`src/rtl/segint_pkg.sv`:
```
// Shared widths, payload types and cell data types for the segment intersection block.
package segint_pkg;

    localparam int COORD_WIDTH = 16;
    localparam int DW  = COORD_WIDTH + 1;   // coordinate difference
    localparam int PW  = 2 * DW;            // one cross-product term
    localparam int XW  = PW + 1;            // cross product
    localparam int MW  = XW;                // cross-product magnitude
    localparam int QW  = DW;                // quotient bits, one per cell
    localparam int D2W = MW + 1;            // doubled denominator
    localparam int LOW = MW / 2;            // low slice of the numerator magnitude
    localparam int HIW = MW - LOW;
    localparam int NW  = DW + MW + 2;       // rounded dividend

    typedef struct packed {
        logic signed [COORD_WIDTH-1:0] first_begin_x;
        logic signed [COORD_WIDTH-1:0] first_begin_y;
        logic signed [COORD_WIDTH-1:0] first_end_x;
        logic signed [COORD_WIDTH-1:0] first_end_y;
        logic signed [COORD_WIDTH-1:0] second_begin_x;
        logic signed [COORD_WIDTH-1:0] second_begin_y;
        logic signed [COORD_WIDTH-1:0] second_end_x;
        logic signed [COORD_WIDTH-1:0] second_end_y;
    } t_seg_in;

    typedef struct packed {
        logic                          hit;
        logic                          parallel;
        logic signed [COORD_WIDTH-1:0] cross_x;
        logic signed [COORD_WIDTH-1:0] cross_y;
    } t_seg_out;

    // One division lane: partial remainder, dividend bits still to enter, quotient so far.
    typedef struct packed {
        logic [D2W-1:0] rem;
        logic [QW-1:0]  nsh;
        logic [QW-1:0]  q;
    } t_div_lane;

    // Data that rides along the divider row unchanged.
    typedef struct packed {
        logic                   hit;
        logic                   par;
        logic [COORD_WIDTH-1:0] bx;
        logic [COORD_WIDTH-1:0] by;
        logic                   negx;
        logic                   negy;
        logic [D2W-1:0]         d2;
    } t_div_side;

    typedef struct packed {
        t_div_side side;
        t_div_lane lx;
        t_div_lane ly;
    } t_cell_data;

endpackage

```
`src/rtl/segint_div_cell.sv`:
```
// One restoring-division cell: retires one quotient bit for both lanes per request.
module segint_div_cell
    import segint_pkg::*;
(
    input  logic       i_clk,
    input  logic       i_rst_n,
    input  logic       i_en,
    input  logic       i_valid,
    input  t_cell_data i_data,
    output logic       o_valid,
    output t_cell_data o_data
);

    logic       r_valid;
    t_cell_data r_data;
    t_cell_data n_data;

    function automatic t_div_lane lane_step(input t_div_lane l, input logic [D2W-1:0] d);
        logic [D2W:0] t;
        t_div_lane    o;
        t = {l.rem, l.nsh[QW-1]};
        o.nsh = {l.nsh[QW-2:0], 1'b0};
        if (t >= {1'b0, d}) begin
            o.rem = D2W'(t - {1'b0, d});
            o.q   = {l.q[QW-2:0], 1'b1};
        end else begin
            o.rem = t[D2W-1:0];
            o.q   = {l.q[QW-2:0], 1'b0};
        end
        return o;
    endfunction

    always_comb begin
        n_data.side = i_data.side;
        n_data.lx   = lane_step(i_data.lx, i_data.side.d2);
        n_data.ly   = lane_step(i_data.ly, i_data.side.d2);
    end

    always_ff @(posedge i_clk) begin
        if (!i_rst_n) begin
            r_valid <= 1'b0;
        end else if (i_en) begin
            r_valid <= i_valid;
        end
    end

    always_ff @(posedge i_clk) begin
        if (i_en) begin
            r_data <= n_data;
        end
    end

    assign o_valid = r_valid;
    assign o_data  = r_data;

endmodule

```
`config.mk`:
```
export PLATFORM = sky130hd
export DESIGN_NAME = segint_div_cell
export DESIGN_NICKNAME = d
export VERILOG_FILES = /design/src/rtl/segint_pkg.sv /design/src/rtl/segint_div_cell.sv
export SDC_FILE = /design/constraint.sdc
export NUM_CORES = 1
export LEC_CHECK = 0
export BUFFER_PORTS_ARGS = -buffer_cell sky130_fd_sc_hd__buf_2
export CORE_MARGIN = 4
export CORE_UTILIZATION = 40
export DETAILED_ROUTE_END_ITERATION = 12
export PLACE_DENSITY = 0.69
export SLEW_MARGIN = 25
export SYNTH_ARGS = -nofsm -noshare
export SYNTH_HDL_FRONTEND = slang
export SYNTH_SLANG_ARGS = --single-unit
```
`constraint.sdc`:
```
create_clock -name i_clk -period 4.1 [get_ports i_clk]
set_input_delay 0.41 -clock i_clk [delete_from_list [all_inputs] [get_ports i_clk]]
set_output_delay 0.41 -clock i_clk [all_outputs]
set_load 0.1 [all_outputs]
```
# Word-level counts from Yosys, hierarchy flattened
# Cells that the tools add are included.
# W data, S select, Z words.
[classes] add_sub_neg=2 n_lt_le_gt_ge=2 muxes=4
[op_table] operator="$ge A37 B36 Y1" n=2
[op_table] operator="$mux W36" n=2
[op_table] operator="$sub A36 B36 Y36" n=2
[op_table] operator="$mux W1" n=2
[totals] register_bits=211 out_inout_bits=213 elab_cells=22

# Logic depth before layout (Yosys ltp)
# Gate-level depths: netlist (run 1).
[logic_depth] ltp_word=2 depth_mapped=15

# Least setup slack after synthesis (run 1)
# No wires, ideal clock.
[synth_timing] kind="input to register" from="input i_data[103] (netlist name)" to="register r_data, in the netlist o_data[136], data pin" t_arrival_ns=2.759 slack_ns=1.081 cell_stages=12 path_cell_list="inv_1 -> ha_1 -> fa_1 -> nor2b_4 -> o31a_1 -> o21ai_2 -> a21boi_2 -> a311o_1 -> a221o_2 -> a211oi_4 -> nor4b_2 -> o41ai_2"
[synth_rtl] item="start: declaration" line_no="segint_div_cell.sv:9" rtl="input t_cell_data i_data,"
[synth_rtl] item="end signal: assignment" line_no="segint_div_cell.sv:49" rtl="r_data <= n_data;"
[synth_rtl] item="end: declaration" line_no="segint_div_cell.sv:15" rtl="t_cell_data r_data;"

==> qor.yml, run 1 <==
slowest_stage: "o41ai_2"
cp-end-kind: "flip-flop"
cp-start-kind: "input port"
p_leak_uw: 0.006538
wl_met2_um: 17770
reg2reg_slack_ns: 3.50
cp.required_ns: 4.37
wl_met1_um: 13820
mostFrequentLayoutCells: "buf_2 (423), edfxtp_1 (210), a21oi_1 (88)"
fin_ws_ns: 1.002
whs_ns: 0.05975
nNetsFinal: 1659
htree_levels: 1
period_share_pct: 75.57
wl_met3_um: 2954
drt_iter0_markers: 514
hold_end: "o_data[103]$_DFFE_PP_"
r2r-end: "o_valid$_SDFFE_PN0P_"
power_density_nw_per_um2: 533.9
viasPerCell: 5.118
antenna_found_initial: 7
wirelength_um: 35590
numCtsBuffers: 24
dr.max_layer_used: "met5"
synth_seq_area_share_pct: 55.74
cp.arrival_ns: 3.37
outcome: "finished clean"
postCtsSetupRepairBufs: 0
cts-hold-fix-buffers: 0
postSynthCellCount: 941
ant_nets: 0
first_global_vias: 8764
mostFrequentLayoutCell: "buf_2"
finalHoldViolCount: 0
num_rows: 61
grt_max_degree: 104
slew_viol_final: 0
wl_per_cell_um: 20.14
path_cells: "buf_2 -> inv_1 -> ha_1 -> fa_1 -> nor2b_1 -> o31a_1 -> o31ai_2 -> a31oi_1 -> a41o_1 -> o41ai_2 -> o41ai_1 -> xor2_1 -> mux2_2"
reg2regPathDepth: 2
ys_seq_elements: 211
gp_congestion: 0.8842
netlist_area_um2: 11350
grt_overflow: 0
fin_tns_setup_ns: 0
min_from: "i_data[102]"
drv_cap: 0
grt_pass1_wl_um: 51620
fin_skew_ns: 0
ctsResizeCount: 0
synthArstFlopShare_pct: 0
rr_startpoint: "o_valid$_SDFFE_PN0P_"
hold_depth: 1
tightest_slew_ns: 0.8686
start_util_pct: 40.74
relSlewSlack_pct: 42.10
io_pins: 429
max_freq_mhz: 322.8
p_total_uw: 7822
die_w_um: 176.4
cts_root_buf: "clkbuf_16"
vias: 9044
cp_max_fo: 3
firstDrtPassIters: 5
cts_tree: "built"
critPathKind: "input port to flip-flop"
drc: 0
port_buffers: 424
place_ws_ns: 0.4655
syn_area_per_cell_um2: 12.06
track_usage_pct: 21.46
yosys_warnings: 0
setup_viol: 0
clock_sinks: 211
layout_min_cycle_time_ns: 3.098
core_area_um2: 27860
drive_gt1_share_pct: 36.15
hold_path_class: "input port to flip-flop"
ys_types: 81
hpwl_um: 28470
synth_edf_count: 210
rsz0062_at_grt: "false"
die_area_um2: 31130
clk_path_buf_depth: 3
synth-main-ff-cell: "edfxtp_1"
clk_latency_ns: 0.52
irDropWorstVdd_uv: 260.0
syn2layout_area_growth_pct: 29.10
slowest_delay_ns: 0.56
die_h_um: 176.4
path_clk_slew_ns: 0.06
worst max-delay path: cells and delay by family:
kind | cells | cell delay (ns)
adders and majority gates | 2 | 0.46
buffers and inverters | 2 | 0.15
xor gates and xnor gates | 1 | 0.18
muxes | 1 | 0.28
and+or+nand+nor | 1 | 0.07
AOI/OAI and AO/OA | 6 | 1.82
sequential cells by signal, summed over array words and instances, names as in the netlist:
| register | cells |
|---|---|
| o_data | 210 |
| o_valid | 1 |
synthesized netlist by cell type, types with 5 or more instances:
| cell type | count | area share (%) |
|---|---|---|
| o21bai_1 | 11 | 0.73 |
| nor2b_1 | 12 | 0.66 |
| a31oi_1 | 6 | 0.33 |
| mux2_1 | 28 | 2.8 |
| nor2_1 | 68 | 2.2 |
| inv_1 | 52 | 1.7 |
| o21ai_1 | 18 | 0.79 |
| edfxtp_1 | 210 | 56 |
| nand4_1 | 17 | 0.94 |
| nand2b_1 | 7 | 0.39 |
| a21oi_1 | 88 | 3.9 |
| xnor2_1 | 35 | 2.7 |
| o21ai_0 | 24 | 1.1 |
| ha_1 | 72 | 7.9 |
| a21o_1 | 42 | 2.8 |
| a211o_1 | 5 | 0.39 |
| a211oi_1 | 10 | 0.66 |
| o31ai_1 | 6 | 0.40 |
| xor2_1 | 21 | 1.6 |
| buf_2 | 7 | 0.31 |
| nor3_1 | 12 | 0.53 |
| and3_1 | 6 | 0.33 |
| o21a_1 | 11 | 0.73 |
| nand2_1 | 57 | 1.9 |
| nand3_1 | 11 | 0.49 |
| buf_4 | 8 | 0.53 |
| clkbuf_1 | 16 | 0.53 |
through the flow:
stage                     utilization, %  instances  instance area (um^2)
final                              52.59       1767                 14650
after global routing               52.58       1766                 14650
after floorplan                        -        942                 11350
after global placement             49.71       1721                 13850
after CTS                          52.56       1764                 14640
after detailed placement           49.71       1721                 13850
cells by family after synthesis:
kind of cell    synth area share (%)
simple gates                   9.206
buf+inv                        3.727
fa+ha+maj                      8.291
flops                          55.74
mux                            3.241
other cells                  0.03304
xor+xnor                       4.322
compound gates                 15.44
metal layers:
metal | vias to the layer above | GRT usage, %
met5 | - | 0
met4 | 8 | 5.835
met1 | 4250 | 25.51
met3 | 57 | 5.589
met2 | 334 | 38.56
li1 | 4395 | -
worst max-delay path by stage:
stage	start	endpoint	slack, ns	depth (start not counted)
2_1_floorplan	i_data[103]	o_data[136]$_DFFE_PP_	1.08	12
3_3_place_gp	i_data[33]	o_data[66]$_DFFE_PP_	0.47	13
3_5_place_dp	i_data[33]	o_data[66]$_DFFE_PP_	0.47	13
4_1_cts	i_data[33]	o_data[66]$_DFFE_PP_	1.00	13
5_1_grt	i_data[33]	o_data[66]$_DFFE_PP_	0.82	13
6_report	i_data[33]	o_data[66]$_DFFE_PP_	1.00	13
final cells by class:
class | instances | area, um^2
fillers | 2475 | 13210
multi-input cells | 643 | 4603
diodes | 3 | 7.507
flip-flops and latches | 211 | 6326
well taps | 378 | 473.0
inverters | 53 | 198.9
clock inverters | 14 | 133.9
repair buffers | 436 | 2247
clock buffers | 29 | 660.6
report_power, final:
group	total [uW]	switching (uW)	internal [uW]	leakage, uW
Clock	2160	882	1270	0.000389
Sequential	2710	53.9	2660	0.00206
Combinational	2950	2360	595	0.00409
Total	7820	3290	4530	0.00654
(Power assumes the default switching activity.)
==> run 2: changes to the inputs <==
clock period = 2.9 ns   (was 4.1 ns; I/O delays follow)
==> qor.yml, run 2 (synthesized netlist as in run 1, its figures left out) <==
wirelength_um: 40750  # +14%
drive_gt1_share_pct: 40.79  # +4.6 points
cp.arrival_ns: 3.15  # -0.22 ns
cts_root_buf: "clkbuf_16"
p_leak_uw: 0.007925  # +21%
port_buffers: 424  # unchanged
io_pins: 429  # unchanged
antenna_found_initial: 10  # +3
p_sw_uw: 4840  # +47%
p_comb_share_pct: 40.3  # +2.5 points
slowest_delay_ns: 0.52  # -0.04 ns
multiInputGateArea_um2: 4713  # +2.4%
fin_ws_ns: 0.07824  # -0.9235 ns
gp_congestion: 0.8722  # -1.4%
clock_sinks: 211  # unchanged
track_usage_pct: 24.81  # +3.4 points
viasPerCell: 4.996  # -2.4%
cp_max_fo: 29  # +26
period_share_pct: 97.30
drc: 0  # unchanged
hold_path_class: "input port to flip-flop"
die_area_um2: 31130  # unchanged
seq_area_um2: 6326  # unchanged
fin_cells: 2072  # +17%
place_ws_ns: -0.4841  # -0.9495 ns
grt_max_degree: 68  # -35%
max_freq_mhz: 354.4
pwr-share-seq_pct: 33.2  # -1.5 points
wl_per_cell_um: 19.67  # -2.4%
htree_levels: 1  # unchanged
cpMostUsedCell: "a21o_1"
clk_latency_ns: 0.52  # about the same
rsz0062_at_grt: "true"
grt_overflow: 0  # unchanged
fin_tns_setup_ns: 0  # unchanged
slowest_stage: "dlygate4sd3_1"
vias: 10350  # +14%
power_frac_clock_pct: 26.5  # -1.1 points
nNetsFinal: 1961  # +18%
p_sw_share_pct: 41.67  # -0.44 points
ant_nets: 0  # unchanged
num_rows: 61  # unchanged
p_int_uw: 6774  # +50%
numCtsBuffers: 24  # unchanged
irDropWorstVdd_uv: 528.0  # +100%
drv_cap: 0  # unchanged
postCtsSetupRepairBufs: 0  # unchanged
setup_viol: 0  # unchanged
fillerInstances: 2200  # -11%
cp-start-kind: "input port"
grt_pass1_wl_um: 59990  # +16%
finalHoldViolCount: 0  # unchanged
die_w_um: 176.4  # unchanged
layout_min_cycle_time_ns: 2.822
first_global_vias: 10580  # +21%
dp_cells: 1888  # +9.7%
mostFrequentLayoutCell: "buf_2"
firstDrtPassIters: 5  # unchanged
start_util_pct: 40.74  # unchanged
clk_path_buf_depth: 3  # unchanged
syn2layout_area_growth_pct: 53.52
outcome: "finished clean"
cp-end-kind: "flip-flop"
final_util_pct: 62.54  # +9.9 points
path_cells: "dlygate4sd3_1 -> buf_2 -> inv_1 -> ha_1 -> a21o_1 -> a21o_1 -> a21o_1 -> a21o_1 -> a221o_1 -> o21ai_2 -> a21oi_4 -> buf_12 -> nor4b_2 -> nor3_1"
critPathKind: "input port to flip-flop"
fin_skew_ns: 0  # unchanged
power_density_nw_per_um2: 666.6  # +25%
slew_viol_final: 0  # unchanged
path_clk_slew_ns: 0.06  # about the same
cts_tree: "built"
largest_reg_flops: 210  # unchanged
die_h_um: 176.4  # unchanged
tightest_slew_ns: 0.6501  # -0.2185 ns
relSlewSlack_pct: 56.40  # +14 points
cp.required_ns: 3.23  # -1.14 ns
hpwl_um: 30940  # +8.7%
core_area_um2: 27860  # unchanged
mostFrequentLayoutCells: "buf_2 (423), edfxtp_1 (210), buf_4 (172)"
drt_iter0_markers: 672  # +31%
[run 2: path summary, 6_finish.rpt]
kind	start	end	slack [ns]	depth (start not counted)
min	i_data[140]	o_data[140]$_DFFE_PP_	0.06	2
max	i_data[165]	o_data[62]$_DFFE_PP_	0.08	14
max reg2reg	o_valid$_SDFFE_PN0P_	o_valid$_SDFFE_PN0P_	2.24	2
min reg2reg	o_valid$_SDFFE_PN0P_	o_valid$_SDFFE_PN0P_	0.59	2
[run 2: what timing repair did]
| item | in CTS | in global routing |
|---|---|---|
| resized for setup | 0 | 25 |
| hold buffers | 135 | 0 |
| endpoints found under the setup margin | 0 | 45 |
| endpoints found under the hold margin | 135 | 0 |
[run 2: area by class of cell]
| cell class | instances | share of cell area [%] |
|---|---|---|
| flip-flops and latches | 211 | 36.31 |
| repair buffers | 738 | 28.11 |
| multi-input cells | 643 | 27.05 |
| clock buffers | 32 | 3.799 |
| well taps | 378 | 2.715 |
| inverters | 53 | 1.142 |
| clock inverters | 12 | 0.7972 |
| diodes | 5 | 0.07182 |
[run 2: through the flow]
step	cell area, um^2	hold WS, ns	power, uW
floorplan	11350	0.3889	7252
CTS	17290	0.02805	11640
finish	17420	0.06341	11610
global route	17410	0.04983	12050
global placement	15140	0.4664	8368
detailed placement	15140	0.4683	8397
[run 2: power by group through the flow]
stage | Clock [uW] | Sequential, uW | Combinational, uW
final | 3080 | 3850 | 4680
after detailed placement | 0 | 3910 | 4490
after global routing | 3280 | 3880 | 4890
after global placement | 0 | 3900 | 4470
after CTS | 3140 | 3850 | 4650
after floorplan | 0 | 6240 | 1010
[run 2: worst max-delay path, delay by kind of cell]
family          cells  cell delay, ns
compound gates      7            1.37
simple gates        2            0.42
buf+inv             4            0.85
fa+ha+maj           1            0.20
[run 2: metal layers]
layer | routed length (um) | global-route usage (%)
met1 | 16170 | 29.54
met2 | 20080 | 44.00
met3 | 2758 | 5.653
met4 | 1638 | 9.091
met5 | 93 | 0
